File: src/sv/sfpp_pkg.sv
// Shared constants and types for the slice farthest point pair unit.
// No dependencies.
package sfpp_pkg;
    localparam int MAX_POINTS_D = 1024;
    localparam int COORD_BITS_D = 16;
    localparam logic signed [15:0] Z_LOW_RST = 16'sd500;
    localparam logic signed [15:0] Z_HIGH_RST = 16'sd520;
    localparam logic CFG_Z_LOW = 1'b0;
    localparam logic CFG_Z_HIGH = 1'b1;

    typedef struct packed {
        logic signed [15:0] point_x;
        logic signed [15:0] point_y;
        logic signed [15:0] point_z;
        logic               last_point;
    } t_point;

    typedef struct packed {
        logic               found;
        logic [9:0]         first_index;
        logic [9:0]         second_index;
        logic signed [15:0] first_x;
        logic signed [15:0] first_y;
        logic signed [15:0] first_z;
        logic signed [15:0] second_x;
        logic signed [15:0] second_y;
        logic signed [15:0] second_z;
        logic [16:0]        distance;
        logic               overflow;
        logic [10:0]        kept_count;
    } t_pair;
endpackage

File: src/sv/sfpp_cell.sv
// One cell of the search chain: squared distance term of one axis.
// Uses sfpp_pkg; the three cells pass the partial sum down the chain.
module sfpp_cell import sfpp_pkg::*; #(
    parameter int CB = COORD_BITS_D,
    parameter int SW = 2 * CB + 3
) (
    input  logic                 i_clk,
    input  logic signed [CB-1:0] i_a,
    input  logic signed [CB-1:0] i_b,
    input  logic [SW-1:0]        i_sum,
    output logic [SW-1:0]        o_sum
);
    logic signed [CB:0] w_d;
    logic [CB:0]        w_u;
    logic [SW-1:0]      r_sum;
    assign w_d = CB'(0) + i_a - i_b;
    assign w_u = w_d[CB] ? (CB+1)'(-w_d) : w_d;
    always_ff @(posedge i_clk) begin
        r_sum <= i_sum + SW'(w_u * w_u);
    end
    assign o_sum = r_sum;
endmodule

File: config.mk
export PLATFORM = sky130hd
export DESIGN_NAME = sfpp_cell
export DESIGN_NICKNAME = d
export VERILOG_FILES = /design/src/sv/sfpp_pkg.sv /design/src/sv/sfpp_cell.sv
export SDC_FILE = /design/constraint.sdc
export NUM_CORES = 1
export LEC_CHECK = 0
export BUFFER_PORTS_ARGS = -buffer_cell sky130_fd_sc_hd__buf_2
export CORE_ASPECT_RATIO = 1.4
export CORE_UTILIZATION = 30
export CTS_BUF_LIST = sky130_fd_sc_hd__clkbuf_4 sky130_fd_sc_hd__clkbuf_8
export CTS_CLUSTER_DIAMETER = 120
export DETAILED_ROUTE_END_ITERATION = 10
export SYNTH_ARGS = -nofsm -noshare
export SYNTH_HDL_FRONTEND = slang
export SYNTH_SLANG_ARGS = --single-unit
export TNS_END_PERCENT = 5
File: constraint.sdc
create_clock -name i_clk -period 8.9 [get_ports i_clk]
set_input_delay 0 -clock i_clk [delete_from_list [all_inputs] [get_ports i_clk]]
set_output_delay 0 -clock i_clk [all_outputs]
set_load 0.02 [all_outputs]
==> results of run 1 <==
[Yosys cell counts, types with 3 or more instances]
cell type | n | area share
inv_2 | 4 | 0.0013
nand4_1 | 4 | 0.0022
xor2_1 | 17 | 0.013
nor2b_1 | 6 | 0.0033
a21boi_0 | 6 | 0.0040
a211oi_1 | 9 | 0.0059
or2_2 | 4 | 0.0022
a211o_1 | 3 | 0.0023
nand2b_1 | 8 | 0.0044
a31oi_1 | 6 | 0.0033
and3_1 | 3 | 0.0017
clkbuf_1 | 16 | 0.0053
nand2_1 | 107 | 0.035
o21ai_0 | 26 | 0.011
and2b_1 | 3 | 0.0020
a21o_1 | 20 | 0.013
dfxtp_1 | 35 | 0.062
nor2_1 | 91 | 0.030
buf_2 | 7 | 0.0031
nor3_1 | 7 | 0.0031
nand3_1 | 6 | 0.0026
and2_1 | 17 | 0.0094
inv_1 | 361 | 0.12
fa_1 | 224 | 0.39
ha_1 | 128 | 0.14
xnor2_1 | 40 | 0.031
o21bai_1 | 4 | 0.0026
o21a_1 | 8 | 0.0053
a21oi_1 | 40 | 0.018
[routing by layer]
| metal | track usage | share of wire |
|---|---|---|
| met1 | 0.160 | 0.36 |
| met2 | 0.313 | 0.57 |
| met3 | 0.0160 | 0.030 |
| met4 | 0.0692 | 0.041 |
| met5 | 0 | 0 |
[kinds of logic (layout without fill, tap and decap cells)]
group	count (synthesis)	count (layout)	synth area share
AO/OA/AOI/OAI	158	158	0.0990
buffers and inverters	395	516	0.133
XOR/XNOR	60	60	0.0492
adder cells (fa/ha/maj)	352	352	0.536
multiplexers	4	4	0.00375
AND/OR/NAND/NOR	280	280	0.117
flip-flops	35	35	0.0617
other	2	12	0.000661
[how the worst max path moves through the flow]
stage,start,end,slack (ps),cells past startpoint
2_1_floorplan,i_b[8],o_sum[33],1030,33
3_3_place_gp,i_a[0],o_sum[32],350,34
3_5_place_dp,i_a[0],o_sum[32],190,36
4_1_cts,i_a[0],o_sum[32],540,36
5_1_grt,i_a[0],o_sum[32],70,34
6_report,i_a[8],o_sum[32],610,32
[critical path: cells and delay by family]
family / cells / cell delay, ps
adders and majority gates: 8 / 3770
AOI/OAI and AO/OA: 9 / 2280
xor gates and xnor gates: 2 / 340
and+or+nand+nor: 5 / 840
buffers and inverters: 7 / 930
muxes: 1 / 400
[layout make-up]
| type | instances | area [sq um] | area share |
|---|---|---|---|
| Sequential cell | 35 | 701 | 0.0548 |
| Antenna cell | 1 | 2.50 | 0.000196 |
| Clock buffer | 5 | 68.8 | 0.00538 |
| Tap cell | 473 | 592 | 0.0462 |
| Multi-Input combinational cell | 865 | 9190 | 0.718 |
| Clock inverter | 3 | 43.8 | 0.00342 |
| Inverter | 368 | 1380 | 0.108 |
| Timing Repair Buffer | 140 | 816 | 0.0637 |
[through the flow]
step / instances / cell area [sq um] / utilization / hold slack [ps] / setup WS (ps)
4_1_cts: 1889 / 12800 / 0.342 / 148 / 542
3_5_place_dp: 1878 / 12600 / 0.338 / 229 / 194
2_1_floorplan: 1295 / 11400 / - / 130 / 1030
6_report: 1890 / 12800 / 0.342 / 146 / 605
5_1_grt: 1890 / 12800 / 0.342 / 170 / 66.0
3_3_place_gp: 1878 / 12600 / 0.338 / 226 / 346
[timing repair]
action | CTS | global route
setup endpoints to repair | 0 | 2
hold buffers | 3 | 0
gates resized for setup | 0 | 2
hold endpoints to repair | 2 | 0
==> results by group, run 1 <==
Outcome
  • Status: complete, but fails checks
  • Failing checks: DRC

Clock tree
  • Worst-path clk slew: 110 ps
  • CTS Buf Count: 5
  • CTS tree: built
  • CTS Buffer Depth: 2
  • H-tree levels: 2
  • Post-CTS setup buffer count: 0
  • Clock sink count: 35
  • Clock root buffer: clkbuf_8

Yosys
  • Syn_area_per_cell: approximately 8.8 sq um
  • Ys async rst share: 0
  • Gate Count Post-Synth: between 1k and 1.5k
  • Yosys cell types: 83
  • Syn. warnings: 0
  • Post-synth EDFFs: 0
  • Yosys reg bits: 35
  • Ys flop type: dfxtp_1
  • Synth Cell Area: 0.0114 sq mm
  • Sequential-to-total area share from yosys stat: 0.0617

Worst setup path
  • Worst setup SP type: input pin
  • Crit-path most repeated cell: fa_1
  • Required time of the critical path: 9190 ps
  • WP data arrival: around 8600 ps
  • Setup CP Type: in -> reg
  • Crit-path max FO: 18
  • Endpoint class of the critical path: flop
  • Max stage delay on crit path: 540 ps
  • Crit-path slowest cell: fa_1

Detailed routing
  • # DRC: 3
  • Detailed Routing Iterations Pass 1: 8
  • Vias/cell: about 4.6
  • DRT Wirelength: 27700 microns
  • Drt initial violations: 235
  • Antenna-violating nets left: 0
  • DR WL/cell: around 15 microns
  • Via count: 8736

GRT
  • Vias in the first global route: 9751
  • First-pass GRT wire length: approximately 47000 microns
  • Grt total ovfl: 0
  • Total GRT Usage: 0.155
  • Initial antenna violation count: 1
  • Largest net degree at the start of global routing: 19

Placement
  • Final Wtd Congestion: 0.859
  • Dpl hpwl: 24100 microns
  • Port bufs: 102

Layout
  • Nets: 1835
  • Fillers: 3977
  • Max reg flops: 35
  • Layout area overhead: 12.7%
  • Commonest non-fill, non-tap cell in the layout: inv_1
  • Most frequent cells in the layout: inv_1 (361), fa_1 (224), ha_1 (128), nand2_1 (107), buf_2 (102)
  • Fraction of layout cells with a size suffix above 1: 0.128

Die
  • Starting density of the core: 0.304
  • Core box area: 0.0374 sq mm
  • Die X: 166 microns
  • Io pins: 103
  • Die Area: about 0.039 sq mm
  • # rows: 84
  • Die Ht: 232 microns

Job
  • Max-cap viol count: 0

STA
  • Setup_tns: 0 ps
  • RSZ-0062 raised after global routing: false
  • FMAX: ~120 MHz
  • Final setup viols: 0
  • Max-slew violations: 0
  • Worst Max-Slew Pin Slew: 760 ps
  • Tmin final: 8290 ps
  • Rel. slew slack: 0.480
  • Tcrit/Tclk final: 0.932
  • Fin. Hold Viols: 0

Worst hold path
  • Worst hold endpoint: o_sum[34]
  • WHS Path Cells: 4
  • Hold Path Origin: i_sum[34]
  • Hold Path Class: in -> reg
Power of run 1 is left out: the tool's default activity adds up to more than one toggle a clock period on the data nets, which glitch-free logic cannot reach.
==> run 2: changes to the inputs <==
CORE_ASPECT_RATIO = 0.6   (was 1.4)
==> run 2 against run 1 <==
The run now ends clean. Global-route usage rose by 0.45 points. Die area barely moved. Critical path depth rose by 2. Cell count rose by 1.9%. First-iteration DRC count rose by 120%. Core utilization rose by 0.81 points. Cell area rose by 0.73%. Count of clock-buffer cells in the layout did not move. Wire length rose by 6.8%. Non-clock buffer count rose by 6.
==> results by group, run 2 (synthesis gave the netlist of run 1 again) <==
Placement
  • Port bufs: 102 (unchanged)
  • Final Wtd Congestion: 0.922 (+7.4%)
  • Dpl hpwl: 26000 microns (+8.0%)

GRT
  • First-pass GRT wire length: 48000 microns (+2.2%)
  • Largest net degree at the start of global routing: 16 (-3)
  • Vias in the first global route: 9042 (-7.3%)
  • Initial antenna violation count: 0 (-1)
  • Total GRT Usage: 0.160 (+0.00445)
  • Grt total ovfl: 0 (unchanged)

Worst setup path
  • WP data arrival: 8640 ps (+60 ps)
  • Endpoint class of the critical path: flop
  • Crit-path max FO: 13 (-5)
  • Crit-path most repeated cell: fa_1
  • Setup CP Type: in -> reg
  • Crit-path slowest cell: fa_1
  • Worst setup SP type: input pin
  • Max stage delay on crit path: 560 ps (+20 ps)
  • Required time of the critical path: 9160 ps (-30 ps)

Detailed routing
  • Via count: 8634 (-1.2%)
  • # DRC: 0 (-3)
  • Detailed Routing Iterations Pass 1: 7 (-1)
  • DRT Wirelength: 29600 microns (+6.8%)
  • Antenna-violating nets left: 0 (unchanged)
  • Vias/cell: 4.48 (-3.0%)
  • Drt initial violations: 512 (+120%)
  • DR WL/cell: 15.4 microns (+4.8%)

Outcome
  • Status: completed

Die
  • Die Ht: 153 microns (-34%)
  • Core box area: 0.0368 sq mm (-1.6%)
  • # rows: 54 (-36%)
  • Io pins: 103 (unchanged)
  • Starting density of the core: 0.308 (+0.00489)
  • Die Area: 0.0387 sq mm (about the same)
  • Die X: 253 microns (+52%)

STA
  • Tcrit/Tclk final: 0.941 (+0.00871)
  • FMAX: 119 MHz (-0.93%)
  • Rel. slew slack: 0.342 (-0.138)
  • Tmin final: 8370 ps (+77.5 ps)
  • Worst Max-Slew Pin Slew: 963 ps (+202 ps)
  • Final setup viols: 0 (unchanged)
  • Fin. Hold Viols: 0 (unchanged)
  • RSZ-0062 raised after global routing: false
  • Max-slew violations: 0 (unchanged)
  • Setup_tns: 0 ps (unchanged)

Clock tree
  • CTS Buffer Depth: 2 (unchanged)
  • Worst-path clk slew: 80 ps (-30 ps)
  • H-tree levels: 2 (unchanged)
  • Clock sink count: 35 (unchanged)
  • CTS Buf Count: 5 (unchanged)
  • Clock root buffer: clkbuf_8
  • CTS tree: built

Layout
  • Layout area overhead: 13.5%
  • # diodes: 0 (-1)
  • Fillers: 3814 (-4.1%)
  • Most frequent cells in the layout: inv_1 (360), fa_1 (224), ha_1 (128), nand2_1 (107), buf_2 (102)
  • Commonest non-fill, non-tap cell in the layout: inv_1
  • Fraction of layout cells with a size suffix above 1: 0.137 (+0.00931)
  • Max reg flops: 35 (unchanged)
  • Register area: 701 sq um (unchanged)
  • Multi-input logic area: 0.00923 sq mm (+0.48%)
  • Nets: 1841 (+0.33%)

Worst hold path
  • Hold Path Origin: i_sum[34]
  • Worst hold endpoint: o_sum[34]
  • WHS Path Cells: 4 (unchanged)
  • Hold Path Class: in -> reg

Job
  • Max-cap viol count: 0 (unchanged)
-- run 2: cell count changes in the layout (fill, tap and decap cells not counted), sizes merged --
cell,delta
buf,+6
clkinv,-2
clkinvlp,+2
bufinv,-1
diode,-1
inv,+1
-- run 2: how the worst max path moves through the flow --
stage / depth (start not counted) / startpoint / slack, ps / endpoint
2_1_floorplan: 33 / i_b[8] / 1030 / o_sum[33]
3_3_place_gp: 33 / i_a[8] / -110 / o_sum[34]
3_5_place_dp: 33 / i_a[0] / -200 / o_sum[34]
4_1_cts: 33 / i_a[0] / 120 / o_sum[34]
5_1_grt: 35 / i_b[8] / 10 / o_sum[33]
6_report: 34 / i_a[8] / 530 / o_sum[33]
-- run 2: what timing repair did --
item	CTS	global route
hold buffers	3	0
hold endpoints to repair	2	0
buffers inserted	0	7
resized for setup	0	14
setup endpoints to repair	0	6
-- run 2: metal layers --
layer	wire length (microns)	vias up	global-route usage	share of wire
met3	2940	14	0.0608	0.099
met5	0	-	0	0
met4	195	0	0.0228	0.0066
met2	12200	257	0.230	0.41
li1	-	4156	-	-
met1	14300	4207	0.230	0.48
-- run 2: worst max-delay path, delay by kind of cell --
family / cells / cell delay, ps
and+or+nand+nor: 5 / 930
muxes: 1 / 400
buffers and inverters: 8 / 740
adders and majority gates: 8 / 3730
AOI/OAI and AO/OA: 10 / 2510
xor gates and xnor gates: 2 / 300
-- run 2: cell type report --
type	instances	area share
multi-input cells	865	0.716
inverters	368	0.107
repair buffers	146	0.0658
flip-flops and latches	35	0.0544
well taps	504	0.0489
clock buffers	5	0.00534
clock inverters	3	0.00184
-- run 2: metrics by stage --
step | hold slack (ps) | instance area (sq um) | util | cells | setup WS [ps]
after floorplan | 130 | 11400 | - | 1295 | 1030
after global placement | 227 | 12700 | 0.344 | 1908 | -113
after detailed placement | 230 | 12700 | 0.344 | 1908 | -204
after CTS | 134 | 12800 | 0.347 | 1919 | 119
after global routing | 152 | 12900 | 0.350 | 1926 | 12.3
final | 132 | 12900 | 0.350 | 1926 | 528
Power of run 2 is left out for the same reason.
==> run 3: changes to the inputs <==
==> constraint.sdc (replaced) <==
create_clock -name i_clk -period 8.9 [get_ports i_clk]
set_input_delay 0.445 -clock i_clk [delete_from_list [all_inputs] [get_ports i_clk]]
set_output_delay 0.445 -clock i_clk [all_outputs]
set_load 0.02 [all_outputs]
==> run 3 against run 2 <==
Die area did not move. Largest cell class unchanged. Maximum frequency fell by 3.2%. Flip-flop and latch count did not move. Highest routed layer unchanged. Critical path depth fell by 1.
==> results by group, run 3 (synthesis gave the netlist of run 1 again) <==
STA
  • Final setup viols: 0 (unchanged)
  • Max-slew violations: 0 (unchanged)
  • Tcrit/Tclk final: 0.971 (+0.0308)
  • Rel. slew slack: 0.365 (+0.0230)
  • WHS: 319 ps (+187 ps)
  • Setup_tns: 0 ps (unchanged)
  • Tmin final: 8650 ps (+274 ps)
  • Worst Max-Slew Pin Slew: 929 ps (-33.7 ps)
  • Fin. Hold Viols: 0 (unchanged)
  • RSZ-0062 raised after global routing: true
  • FMAX: 116 MHz (-3.2%)

Detailed routing
  • DR WL/cell: 15.2 microns (-0.99%)
  • Via count: 8763 (+1.5%)
  • Antenna-violating nets left: 0 (unchanged)
  • Vias/cell: 4.49 (+0.19%)
  • DRT Wirelength: 29700 microns (+0.29%)
  • Drt initial violations: 530 (+3.5%)
  • Detailed Routing Iterations Pass 1: 5 (-2)
  • # DRC: 0 (unchanged)

Layout
  • # diodes: 0 (unchanged)
  • Fraction of layout cells with a size suffix above 1: 0.155 (+0.0184)
  • Fin cells: 1951 (+1.3%)
  • Max reg flops: 35 (unchanged)
  • Fillers: 3829 (+0.39%)
  • Final core occ: 0.356 (+0.00567)
  • Commonest non-fill, non-tap cell in the layout: inv_1
  • Most frequent cells in the layout: inv_1 (361), fa_1 (224), ha_1 (128), nand2_1 (107), buf_2 (102)
  • Layout area overhead: 15.3%
  • Nets: 1866 (+1.4%)
  • Multi-input logic area: 0.00925 sq mm (+0.19%)
  • Register area: 701 sq um (unchanged)

Clock tree
  • CTS Buffer Depth: 2 (unchanged)
  • CTS tree: built
  • PostCTS Resize Cnt: 0 (unchanged)
  • Clock sink count: 35 (unchanged)
  • Worst-path clk slew: 90 ps (about the same)
  • CTS Buf Count: 5 (unchanged)
  • Post-CTS setup buffer count: 0 (unchanged)
  • H-tree levels: 2 (unchanged)
  • Hold_buf cts: 0 (-3)
  • Clock root buffer: clkbuf_8

GRT
  • Total GRT Usage: 0.162 (+0.00206)
  • Largest net degree at the start of global routing: 19 (+3)
  • Grt total ovfl: 0 (unchanged)
  • Initial antenna violation count: 0 (unchanged)
  • Vias in the first global route: 9145 (+1.1%)
  • First-pass GRT wire length: 48600 microns (+1.2%)

Die
  • # rows: 54 (unchanged)
  • Core box area: 0.0368 sq mm (unchanged)
  • Io pins: 103 (unchanged)
  • Die Ht: 153 microns (unchanged)
  • Die X: 253 microns (unchanged)
  • Starting density of the core: 0.308 (unchanged)
  • Die Area: 0.0387 sq mm (unchanged)

Worst setup path
  • Endpoint class of the critical path: flop
  • Crit-path most repeated cell: fa_1
  • Setup CP Type: in -> reg
  • WP data arrival: 8920 ps (+280 ps)
  • Crit-path max FO: 18 (+5)
  • Required time of the critical path: 9170 ps (about the same)
  • Worst setup SP type: input pin
  • Crit-path slowest cell: fa_1
  • Max stage delay on crit path: 550 ps (about the same)

Job
  • Max-cap viol count: 0 (unchanged)

Placement
  • Port bufs: 102 (unchanged)
  • Final Wtd Congestion: 0.942 (+2.1%)
  • Dpl hpwl: 26400 microns (+1.4%)
  • Dpl cells: 1943 (+1.8%)

Worst hold path
  • Hold Path Class: in -> reg
  • WHS Path Cells: 2 (-2)
  • Hold Path Origin: i_sum[0]
  • Worst hold endpoint: o_sum[0]

Outcome
  • Status: completed
==> run 3: critical path, delay by kind of cell <==
kind | cells | cell delay [ps]
AND/OR/NAND/NOR | 5 | 900
adder cells (fa/ha/maj) | 8 | 3700
multiplexers | 1 | 420
XOR/XNOR | 2 | 280
AO/OA/AOI/OAI | 9 | 2300
buffers and inverters | 8 | 860
==> run 3: cell type report <==
type / count / share of cell area
Tap cell: 504 / 0.0481
Timing Repair Buffer: 171 / 0.0795
Inverter: 368 / 0.106
Clock buffer: 5 / 0.00525
Multi-Input combinational cell: 865 / 0.706
Sequential cell: 35 / 0.0535
Clock inverter: 3 / 0.00181
==> run 3: worst max-delay path by stage <==
stage                       from         to  slack [ps]  cells past startpoint
after floorplan           i_b[8]  o_sum[33]         580                     33
after global placement    i_a[0]  o_sum[32]          -9                     38
after detailed placement  i_a[0]  o_sum[32]         -60                     35
after CTS                 i_a[0]  o_sum[32]         240                     38
after global routing      i_a[0]  o_sum[33]         -60                     36
final                     i_a[8]  o_sum[33]         250                     33
==> run 3: metal layers <==
metal,wire length [microns],part of all wire,global-route usage
met1,14700,0.50,0.246
met4,351,0.012,0.0280
met5,0,0,0
met2,12100,0.41,0.231
met3,2570,0.087,0.0408
==> run 3: through the flow <==
step	worst slack, ps	area [sq um]
final	254	13100
after global routing	-57.2	13100
after CTS	236	13000
after detailed placement	-56.2	12900
after global placement	-9.01	12900
after floorplan	581	11400
Power of run 3 is left out for the same reason.
